## src/rtl/rdc_pkg.sv

```systemverilog
// shared types, constants and helpers for the roofline dvfs candidate block
package rdc_pkg;

  // field widths
  localparam int unsigned IntensityW = 32;
  localparam int unsigned TokenW     = 21;
  localparam int unsigned FreqW      = 22;
  localparam int unsigned CfgDataW   = 32;
  localparam int unsigned CfgIdxW    = 3;
  localparam int unsigned EnvW       = 29;
  localparam int unsigned ScaleW     = 15;
  localparam int unsigned NumCand    = 6;

  // grid frequencies in khz
  localparam logic [FreqW-1:0] CpuMinKhz = 22'd600000;
  localparam logic [FreqW-1:0] CpuM1Khz  = 22'd1400000;
  localparam logic [FreqW-1:0] CpuM2Khz  = 22'd2200000;
  localparam logic [FreqW-1:0] CpuMaxKhz = 22'd3000000;
  localparam logic [FreqW-1:0] MemMinKhz = 22'd575000;
  localparam logic [FreqW-1:0] MemM1Khz  = 22'd1300000;
  localparam logic [FreqW-1:0] MemM2Khz  = 22'd1700000;
  localparam logic [FreqW-1:0] MemMaxKhz = 22'd2020000;

  // environment factor limits in q.28 and unity long scale in q1.14
  localparam logic [EnvW-1:0]   EnvLo   = 29'h0800_0000;
  localparam logic [EnvW-1:0]   EnvHi   = 29'h1000_0000;
  localparam logic [ScaleW-1:0] LsOne   = 15'd16384;

  // register reset values
  localparam logic [31:0] KneeRst   = 32'd65536;
  localparam logic [15:0] LowMRst   = 16'd4096;
  localparam logic [15:0] HighMRst  = 16'd8192;
  localparam logic [19:0] LongThRst = 20'd1048575;
  localparam logic [23:0] RatioRst  = 24'd65536;

  // register indexes
  typedef enum logic [CfgIdxW-1:0] {
    CFG_KNEE      = 3'd0,
    CFG_LOW_M     = 3'd1,
    CFG_HIGH_M    = 3'd2,
    CFG_LONG_TH   = 3'd3,
    CFG_LONG_SC   = 3'd4,
    CFG_RATIO     = 3'd5,
    CFG_THERMAL   = 3'd6,
    CFG_BATTERY   = 3'd7
  } cfg_idx_e;

  // frame classes
  typedef enum logic [1:0] {
    CLS_MEM  = 2'd0,
    CLS_MIX  = 2'd1,
    CLS_COMP = 2'd2
  } cls_e;

  typedef struct packed {
    logic [31:0]       knee;
    logic [15:0]       mem_bound_mgn;
    logic [15:0]       comp_bound_mgn;
    logic [19:0]       long_threshold;
    logic [ScaleW-1:0] long_scale;
    logic [23:0]       ratio;
    logic [ScaleW-1:0] thermal;
    logic [ScaleW-1:0] battery;
  } cfg_t;

  // classified frame leaving the front end
  typedef struct packed {
    cls_e              cls;
    logic [EnvW-1:0]   env;
    logic [ScaleW-1:0] ls;
  } front_t;

  // entries 0..2 cpu, 3..5 memory
  typedef logic [NumCand-1:0][FreqW-1:0] freq6_t;

  typedef struct packed {
    freq6_t             freq;
    logic [NumCand-1:0] keep;
  } cand_t;

  // grid frequencies for a frame class
  function automatic freq6_t base_freqs(cls_e cls);
    freq6_t f;
    f = '0;
    unique case (cls)
      CLS_MEM: begin
        f[0] = CpuMinKhz; f[1] = CpuM1Khz;  f[2] = CpuM2Khz;
        f[3] = MemM1Khz;  f[4] = MemM2Khz;  f[5] = MemMaxKhz;
      end
      CLS_MIX: begin
        f[0] = CpuM1Khz;  f[1] = CpuM2Khz;  f[2] = CpuMaxKhz;
        f[3] = MemM1Khz;  f[4] = MemM2Khz;  f[5] = MemMaxKhz;
      end
      default: begin
        f[0] = CpuM1Khz;  f[1] = CpuM2Khz;  f[2] = CpuMaxKhz;
        f[3] = MemMinKhz; f[4] = MemM1Khz;  f[5] = MemM2Khz;
      end
    endcase
    return f;
  endfunction

  // clamp a rounded value into a domain range
  function automatic logic [FreqW-1:0] sat_range(logic [24:0] v, logic [FreqW-1:0] lo,
                                                 logic [FreqW-1:0] hi);
    logic [FreqW-1:0] r;
    if (v < 25'(lo)) begin
      r = lo;
    end else if (v > 25'(hi)) begin
      r = hi;
    end else begin
      r = v[FreqW-1:0];
    end
    return r;
  endfunction

endpackage

```

## src/rtl/rdc_emit.sv

```systemverilog
// output register: sends the kept candidates of one frame, one item per cycle while out_ready_i is high
module rdc_emit (
  input  logic                         clk_i,
  input  logic                         rst_ni,
  input  logic                         in_valid_i,
  output logic                         in_ready_o,
  input  rdc_pkg::cand_t               in_i,
  output logic                         out_valid_o,
  input  logic                         out_ready_i,
  output logic                         domain_o,
  output logic [rdc_pkg::FreqW-1:0]    freq_khz_o,
  output logic                         last_o
);

  rdc_pkg::freq6_t              vals_q;
  logic [rdc_pkg::NumCand-1:0]  keep_q, keep_d, keep_rest;
  logic [2:0]                   idx;
  logic                         busy, load;

  // lowest pending candidate
  always_comb begin
    idx = 3'd0;
    for (int i = rdc_pkg::NumCand - 1; i >= 0; i--) begin
      if (keep_q[i]) idx = 3'(i);
    end
  end

  assign busy       = |keep_q;
  assign keep_rest  = keep_q & (keep_q - 6'd1);
  assign last_o     = (keep_rest == '0);
  assign in_ready_o = !busy || (out_ready_i && last_o);
  assign load       = in_ready_o && in_valid_i;

  // pending mask update
  always_comb begin
    keep_d = keep_q;
    if (load) begin
      keep_d = in_i.keep;
    end else if (busy && out_ready_i) begin
      keep_d = keep_rest;
    end
  end

  always_ff @(posedge clk_i or negedge rst_ni) begin
    if (!rst_ni) begin
      keep_q <= '0;
    end else begin
      keep_q <= keep_d;
    end
  end

  always_ff @(posedge clk_i) begin
    if (load) begin
      vals_q <= in_i.freq;
    end
  end

  assign out_valid_o = busy;
  assign freq_khz_o  = vals_q[idx];
  assign domain_o    = (keep_q[2:0] == 3'b000);

endmodule
```

## config.mk

```make
export PLATFORM = sky130hd
export DESIGN_NAME = rdc_emit
export DESIGN_NICKNAME = d
export VERILOG_FILES = /design/src/rtl/rdc_pkg.sv /design/src/rtl/rdc_emit.sv
export SDC_FILE = /design/constraint.sdc
export NUM_CORES = 1
export LEC_CHECK = 0
export ABC_AREA = 1
export BUFFER_PORTS_ARGS = -buffer_cell sky130_fd_sc_hd__buf_2
export CAP_MARGIN = 20
export CORE_ASPECT_RATIO = 0.8
export CORE_MARGIN = 5
export CORE_UTILIZATION = 55
export CTS_CLUSTER_SIZE = 25
export DETAILED_ROUTE_END_ITERATION = 16
export GPL_TIMING_DRIVEN = 0
export MAX_ROUTING_LAYER = met4
export PLACE_DENSITY = 0.85
export SKIP_CTS_REPAIR_TIMING = 1
export SLEW_MARGIN = 20
export SYNTH_ARGS = -nofsm -noshare
export SYNTH_HDL_FRONTEND = slang
export SYNTH_SLANG_ARGS = --single-unit
```

## constraint.sdc

```tcl
create_clock -name clk_i -period 7.9 [get_ports clk_i]
set_input_delay 0.395 -clock clk_i [delete_from_list [all_inputs] [get_ports clk_i]]
set_output_delay 0.395 -clock clk_i [all_outputs]
set_load 0.01 [all_outputs]
```

# After elaboration in Yosys (flattened, before gate mapping)
# Cells that the tools add are included.
[op_classes]
n_addsub = 1
order_cmp = 1
mux = 10
bitwise_logic = 1
n_reduce_logical = 9
[op_table]
columns = ["cell", "count"]
rows = [
  ["$bmux W22 S3", 1],
  ["$mux W22", 1],
  ["$mux W3", 6],
  ["$mux W6", 2],
  ["$and A6 B6 Y6", 1],
  ["$logic_not A6 Y1", 1],
  ["$reduce_or A6 Y1", 1],
  ["$sub A6 B1 Y6 const B", 1],
  ["$lt A3 B4 Y1 const B", 1],
  ["$logic_and A1 B1 Y1", 3],
  ["$logic_not A3 Y1", 1],
  ["$reduce_bool A2 Y1", 1],
  ["$logic_not A1 Y1", 1],
  ["$logic_or A1 B1 Y1", 1],
]
[totals]
regBits = 138
input_bits = 142
output_inout_bits = 26
wordCells = 29

# Logic depth before layout (Yosys ltp)
# Gate-level depths: netlist of run 1.
[logic_depth]
depth_word = 8
ltp_mapped = 9
ltp_nobuf = 9

# Worst setup path before layout of run 1
# No wires, ideal clock.
[synth_timing]
path_type = "reg2reg"
startpoint = "reg keep_q[2] (netlist bit)"
endpoint = "reg vals_q[0] (netlist bit) (enable)"
setup_ns = 0.427
t_arrival_ns = 2.549
required_time_ns = 7.473
path_slack_ns = 4.924
stages_incl_launch_ff = 6
n_path_buf = 0
period_less_slack_ns = 2.976
cell_sequence = "dfrtp_1 -> nor2_4 -> nand3_1 -> nand2_2 -> nand2_1 -> inv_2"
[synth_between]
elab_cells_between_ends = 8
classes_between = "1 x add/sub; 1 x bitwise; 6 x reduce/logical"
[synth_rtl]
columns = ["item", "line", "rtl"]
rows = [
  ["start: declaration", "rdc_emit.sv:16", "logic [rdc_pkg::NumCand-1:0] keep_q, keep_d, keep_rest;"],
  ["start signal: assignment", "rdc_emit.sv:48", "keep_q <= keep_d;"],
  ["$reduce_or A6 Y1", "rdc_emit.sv:28", "assign busy = |keep_q;"],
  ["via out_valid_o", "rdc_emit.sv:8", "output logic out_valid_o,"],
  ["$logic_not A1 Y1", "rdc_emit.sv:31", "assign in_ready_o = !busy || (out_ready_i && last_o);"],
  ["$logic_or A1 B1 Y1", "rdc_emit.sv:31", ""],
  ["via in_ready_o", "rdc_emit.sv:6", "output logic in_ready_o,"],
  ["$logic_and A1 B1 Y1", "rdc_emit.sv:32", "assign load = in_ready_o && in_valid_i;"],
  ["via load", "rdc_emit.sv:18", "logic busy, load;"],
  ["end signal: assignment", "rdc_emit.sv:54", "vals_q <= in_i.freq;"],
  ["end: declaration", "rdc_emit.sv:15", "rdc_pkg::freq6_t vals_q;"],
]
# The timed path passes the listed nets, and every way through them passes these cells.
# A chain may end at the register's enable or synchronous reset.

# Worst setup path after layout of run 1
[layout_timing]
startpoint = "reg keep_q[0] (netlist bit)"
endpoint = "out freq_khz_o[8] (netlist bit)"
[layout_between]
elab_chain_len = 3
[layout_lines]
columns = ["item", "line", "rtl"]
rows = [
  ["$mux W3", "rdc_emit.sv:24", "if (keep_q[i]) idx = 3'(i);"],
  ["$bmux W22 S3", "rdc_emit.sv:59", "assign freq_khz_o = vals_q[idx];"],
  ["$mux W22 (implied by the code)", "rdc_emit.sv:59", ""],
  ["end: declaration", "rdc_emit.sv:11", "output logic [rdc_pkg::FreqW-1:0] freq_khz_o,"],
]
# No other way between the ends. The select of a mux whose other input is x is not followed.

==> impl_metrics.py, run 1 <==
metrics = {
    "final_layout": {
        "multi_input_area_um2": 1220,
        "areaGrowthSynthToFinish_pct": 30.0,
        "seqCellArea_um2": 4110,
        "drive_gt1_share_pct": 36.4,
        "finalInstanceArea_um2": 7120,
        "nets": 767,
        "fillerInstances": 656,
    },
    "synth": {
        "synthMuxAreaShare_pct": 0,
        "ys_warn_count": 0,
        "syn_area_um2": 5470,
        "synthAdderAreaFrac_pct": 0,
        "synth_top_family_by_area": "simple AND/OR/NAND/NOR gates",
        "synth_simple_gate_area_share_pct": 16.9,
        "ys_ff_latch": 138,
        "synth.net_count": 579,
        "syn_area_per_cell_um2": 12.5,
        "ys_types": 19,
        "syn-instance-count": 437,
        "ys_seq_area_share_pct": 75.2,
        "synth_xor_area_share_pct": 0,
        "synth_compound_area_share_pct": 5.39,
    },
    "placement": {
        "placed_area_um2": 6510,
        "gp_congestion": 0.948,
        "io_buffers": 167,
        "dp_hpwl_mm": 9.73,
    },
    "worst_setup_path": {
        "worstSetupPathType": "reg2out",
        "r2r_end": "vals_q[99]$_DFFE_PP_",
        "r2r_start": "keep_q[2]$_DFFE_PN0P_",
        "critPathLaunchType": "flip-flop",
        "end_kind": "primary output",
        "crit_path_max_fanout": 10,
        "r2r_cells": 8,
        "r2r_slack_ns": 5.38,
        "crit_path_end": "freq_khz_o[8]",
        "cp.arrival_ns": 2.25,
        "startpoint": "keep_q[0]$_DFFE_PN0P_",
        "crit_required_ns": 7.51,
    },
    "routing": {
        "wl_per_cell_um": 17.7,
        "via_count": 4130,
        "wl_met2_mm": 6.97,
        "top_layer": "met4",
        "via_per_inst": 5.32,
        "firstDrtPassIters": 5,
        "wl_met3_mm": 1.06,
        "drt_wl_total_mm": 13.7,
        "drt-initial-drc-count": 504,
        "drtAntennaViolNets": 0,
        "m1WireLength_mm": 5.47,
        "drc": 0,
    },
    "job": {
        "cap_violations": 0,
    },
    "power_and_ir_drop": {
        "total_leakage_power_nw": 2.91,
        "power_w": 0.00308,
        "powerDensity_nw_per_um2": 433,
        "vdd_ir_drop_max_mv": 0.249,
    },
    "timing": {
        "finalSetupTns_ns": 0,
        "min_period_over_period_pct": 33.4,
        "worst_clock_skew_ns": 0.0124,
        "clock.fmax_ghz": 0.379,
        "min_period_ns": 2.64,
        "rsz0062_at_grt": "no",
        "setup_viol": 0,
        "tightestPinTransition_ns": 0.628,
        "slew_headroom_pct": 58.1,
        "holdWs_ns": 0.147,
        "maxSlewViolCount": 0,
        "hold_violations": 0,
    },
    "die": {
        "die-height_um": 99.2,
        "start_util_pct": 56.5,
        "rows": 32,
        "die_w_um": 122,
        "pin_count": 168,
        "die_area_um2": 12100,
        "core_um2": 9690,
    },
    "clock_network": {
        "clkLatencyLatePin_ns": 0.42,
        "cts_max_path_buffers": 2,
        "clk_pin_slew_ns": 0.06,
        "clock_sinks": 138,
        "cts-root-buf": "clkbuf_16",
        "cts_tree": "done",
        "htreeDepth": 4,
        "cts-buffers-inserted": 17,
    },
    "grt": {
        "grt_max_degree": 69,
        "gr-total-overflow": 0,
        "grt_pass1_vias": 4072,
        "antenna_found_initial": 2,
        "grt_util_all_layers_pct": 23.8,
        "grt_pass1_wl_mm": 20.9,
    },
    "outcome": {
        "outcome": "finished clean",
    },
    "hold_path": {
        "hold_path.class": "in2reg",
    },
}
-- state kept, by name (all words and copies together), names as in the netlist --
signal	flops
keep_q	6
vals_q	132
-- metrics by stage --
step	std cells	worst slack (ns)	util, %
after floorplan	437	4.92	-
after global placement	740	4.47	66.9
after detailed placement	741	5.39	67.2
after CTS	773	5.28	73.3
after global routing	776	5.10	73.5
final	776	5.26	73.5
-- cell usage after synthesis --
master,count,share of area [%]
inv_1,6,0.41
o21bai_2,1,0.21
nor2_2,1,0.11
nand2_2,1,0.11
o21ai_1,42,3.8
nand2_1,100,6.9
nand3_1,73,6.7
o21ai_0,4,0.37
buf_2,20,1.8
nand2_4,1,0.21
a21oi_1,9,0.82
nand4_1,1,0.11
o21ai_2,1,0.16
nor2_4,3,0.62
and3_1,1,0.11
edfxtp_1,132,72
nor2_1,30,2.1
inv_2,5,0.34
dfrtp_1,6,2.7
-- cells by family (layout without fill, tap and decap cells) --
group,count (synthesis),in the layout
DFF,138,138
and+or+nand+nor,211,211
AOI/OAI and AO/OA,57,57
other,0,2
buffers and inverters,31,232
-- critical path, cell delays in order (launching register included) --
cell	delay, ns
dfrtp_1	0.44
nor2_4	0.19
inv_2	0.08
nor2_4	0.22
inv_2	0.14
buf_2	0.21
nand2_1	0.08
nand3_1	0.13
nand3_1	0.12
o21ai_1	0.08
buf_2	0.15
-- per-layer routing --
layer	global-route usage (%)	vias up
met5	-	-
met4	8.01	0
met3	6.31	16
met2	37.2	221
met1	30.4	1946
li1	-	1947
-- area by class of cell --
cell class | instances | share of cell area, %
tap | 136 | 2.39
buffer | 20 | 1.41
timing repair buffer | 169 | 12.3
antenna | 2 | 0.0703
inverter | 11 | 0.650
sequential | 138 | 57.8
clock inverter | 15 | 2.32
multi-input combinational | 268 | 17.1
clock buffer | 17 | 5.98
-- layout by cell type (no fill, tap or decap), types with 2 or more instances in the layout --
cell type | synthesis | final
clkbuf_16 | 0 | 17
nand3_1 | 73 | 73
dfrtp_1 | 6 | 6
edfxtp_1 | 132 | 132
o21ai_1 | 42 | 42
buf_2 | 20 | 187
inv_1 | 6 | 6
inv_2 | 5 | 4
o21ai_0 | 4 | 4
a21oi_1 | 9 | 9
diode_2 | 0 | 2
nand2_1 | 100 | 100
bufinv_16 | 0 | 2
clkinv_4 | 0 | 5
nor2_1 | 30 | 30
inv_6 | 0 | 4
clkinvlp_4 | 0 | 2
nor2_4 | 3 | 3
-- how the worst min path moves through the flow --
stage               startpoint                    end  slack, ns  cells past startpoint
floorplan               rst_ni  keep_q[0]$_DFFE_PN0P_        0.1                      0
global placement        rst_ni  keep_q[2]$_DFFE_PN0P_       0.22                      1
detailed placement      rst_ni  keep_q[2]$_DFFE_PN0P_       0.22                      1
CTS                     rst_ni  keep_q[2]$_DFFE_PN0P_      -0.21                      1
global route          in_i[70]   vals_q[64]$_DFFE_PP_       0.13                      1
finish                in_i[70]   vals_q[64]$_DFFE_PP_       0.15                      1
-- report_power, final --
part           internal, W  total (W)  switching, W
registers         0.000977    0.00103     0.0000529
clock network     0.000470   0.000783      0.000313
logic             0.000414    0.00127      0.000852
Note: power is estimated with default switching activity, not from simulation.
==> run 2: changes to the inputs <==
- CORE_UTILIZATION: 55 -> 46
- PLACE_DENSITY: 0.85 -> 0.76
- clock period: 7.9 -> 2.2 ns (I/O delays scaled with it)
==> run 2 against run 1 <==
Net effect:
- the run now ends with negative setup slack left
- critical path depth fell by 2
- clock skew fell by 0.00082 ns
- clock power rose to 3.6 times the previous value
- critical path type unchanged
- largest cell class unchanged
==> impl_metrics.py, run 2 (synthesis results as in run 1) <==
metrics = {
    "clock_network": {
        "cts-root-buf": "clkbuf_16",
        "cts_max_path_buffers": 2,
        "clkLatencyLatePin_ns": 0.42,
        "htreeDepth": 4,
        "clock_sinks": 138,
        "cts_tree": "done",
        "cts-buffers-inserted": 17,
        "clk_pin_slew_ns": 0.05,
    },
    "job": {
        "cap_violations": 0,
    },
    "die": {
        "die_area_um2": 14200,
        "die-height_um": 108,
        "rows": 35,
        "die_w_um": 132,
        "core_um2": 11600,
        "start_util_pct": 47.2,
        "pin_count": 168,
    },
    "timing": {
        "tightestPinTransition_ns": 0.319,
        "slew_headroom_pct": 78.7,
        "hold_violations": 0,
        "clock.fmax_ghz": 0.452,
        "min_period_ns": 2.21,
        "worst_slack_ns": -0.0128,
        "rsz0062_at_grt": "yes",
        "holdWs_ns": 0.0490,
        "min_period_over_period_pct": 101,
        "worst_clock_skew_ns": 0.0116,
        "setup_viol": 2,
        "maxSlewViolCount": 0,
    },
    "routing": {
        "drtAntennaViolNets": 0,
        "via_per_inst": 5.41,
        "drc": 0,
        "drt_wl_total_mm": 20.0,
        "via_count": 5088,
        "drt-initial-drc-count": 509,
        "firstDrtPassIters": 6,
        "wl_per_cell_um": 21.2,
    },
    "worst_setup_path": {
        "cp.arrival_ns": 2.10,
        "crit_chain": "nor2_4 > buf_4 > nand2_2 > nor2_4 > buf_6 > o21ai_1 > o21ai_1 > buf_2",
        "crit_path_max_fanout": 10,
        "r2r_slack_ns": 0.21,
        "end_kind": "primary output",
        "critPathLaunchType": "flip-flop",
        "critPathMaxStageDelay_ns": 0.44,
        "worstSetupPathType": "reg2out",
        "crit_slowest_cell": "dfrtp_2",
        "crit_required_ns": 2.09,
    },
    "final_layout": {
        "regMostFlops": "vals_q",
        "largest_reg_flops": 132,
        "areaGrowthSynthToFinish_pct": 65.3,
        "nets": 919,
        "largest_registers": "vals_q (132), keep_q (6)",
        "mostFrequentLayoutCell": "buf_2",
        "fillerInstances": 625,
        "final_cell_mix": "buf_2, dlygate4sd3_1, edfxtp_1",
        "drive_gt1_share_pct": 37.6,
        "finalCoreUtilization_pct": 78.0,
        "seqCellArea_um2": 4120,
        "multi_input_area_um2": 1430,
    },
    "grt": {
        "grt_util_all_layers_pct": 20.0,
        "antenna_found_initial": 2,
        "gr-total-overflow": 0,
        "grt_pass1_wl_mm": 20.8,
        "grt_max_degree": 134,
        "grt_pass1_vias": 3954,
    },
    "placement": {
        "pre_cts_ws_ns": -0.229,
        "gp_congestion": 0.878,
        "dp_hpwl_mm": 9.88,
        "io_buffers": 167,
    },
    "power_and_ir_drop": {
        "vdd_ir_drop_max_mv": 0.909,
        "total_leakage_power_nw": 3.72,
        "powerDensity_nw_per_um2": 1440,
    },
    "hold_path": {
        "hold_path.class": "in2reg",
    },
    "outcome": {
        "violations": "negative setup slack",
        "outcome": "finished, violations left",
    },
}
==> run 2: changes by cell type in the layout (fill, tap and decap cells not counted), sizes merged <==
cell,change
inv,-2
clkinvlp,+3
bufinv,+2
clkbuf,+4
dlygate4sd3,+138
clkinv,-1
buf,+8
==> run 2: path summary, 6_finish.rpt <==
check                                      start               endpoint  depth (start not counted)
max                        keep_q[1]$_DFFE_PN0P_         freq_khz_o[17]                          8
min                                   in_valid_i  keep_q[2]$_DFFE_PN0P_                          3
max reg2reg                keep_q[1]$_DFFE_PN0P_   vals_q[87]$_DFFE_PP_                          8
min reg2reg                keep_q[5]$_DFFE_PN0P_  keep_q[5]$_DFFE_PN0P_                          2
max in group asynchronous                 rst_ni  keep_q[1]$_DFFE_PN0P_                          2
min in group asynchronous                 rst_ni  keep_q[3]$_DFFE_PN0P_                          2
==> run 2: layout make-up <==
class | instances | share of cell area, %
Antenna cell | 2 | 0.0553
Buffer | 20 | 2.48
Clock buffer | 18 | 4.74
Clock inverter | 14 | 1.62
Inverter | 11 | 0.968
Multi-Input combinational cell | 268 | 15.8
Sequential cell | 138 | 45.5
Tap cell | 148 | 2.05
Timing Repair Buffer | 318 | 26.2
Timing Repair inverter | 3 | 0.553
==> run 2: power by group <==
part | internal, W | switching [W]
clock | 0.00167 | 0.00115
combinational | 0.00252 | 0.00395
sequential | 0.00352 | 0.000221
==> run 2: worst max-delay path: cells and delay by family, from the launching register on <==
kind	cells	cell delay (ns)
DFF	1	0.44
and+or+nand+nor	3	0.47
AOI/OAI and AO/OA	2	0.27
buffers and inverters	3	0.50
==> run 2: routing by layer <==
layer	track usage [%]	routed length [um]	share of wire [%]
met5	-	0	0
met4	5.80	781	3.9
met3	5.37	1740	8.7
met2	32.2	10400	52
met1	25.2	7050	35
==> run 2: metrics by stage <==
stage	TNS, ns	cells	power, W	cell area [um^2]
floorplan	0	437	0.00651	5490
global placement	-20.51	752	0.00822	6510
detailed placement	-29.33	752	0.00832	6510
CTS	-33.33	784	0.0111	7080
global route	-1.35	940	0.0136	9050
finish	-0.0194	940	0.0130	9050
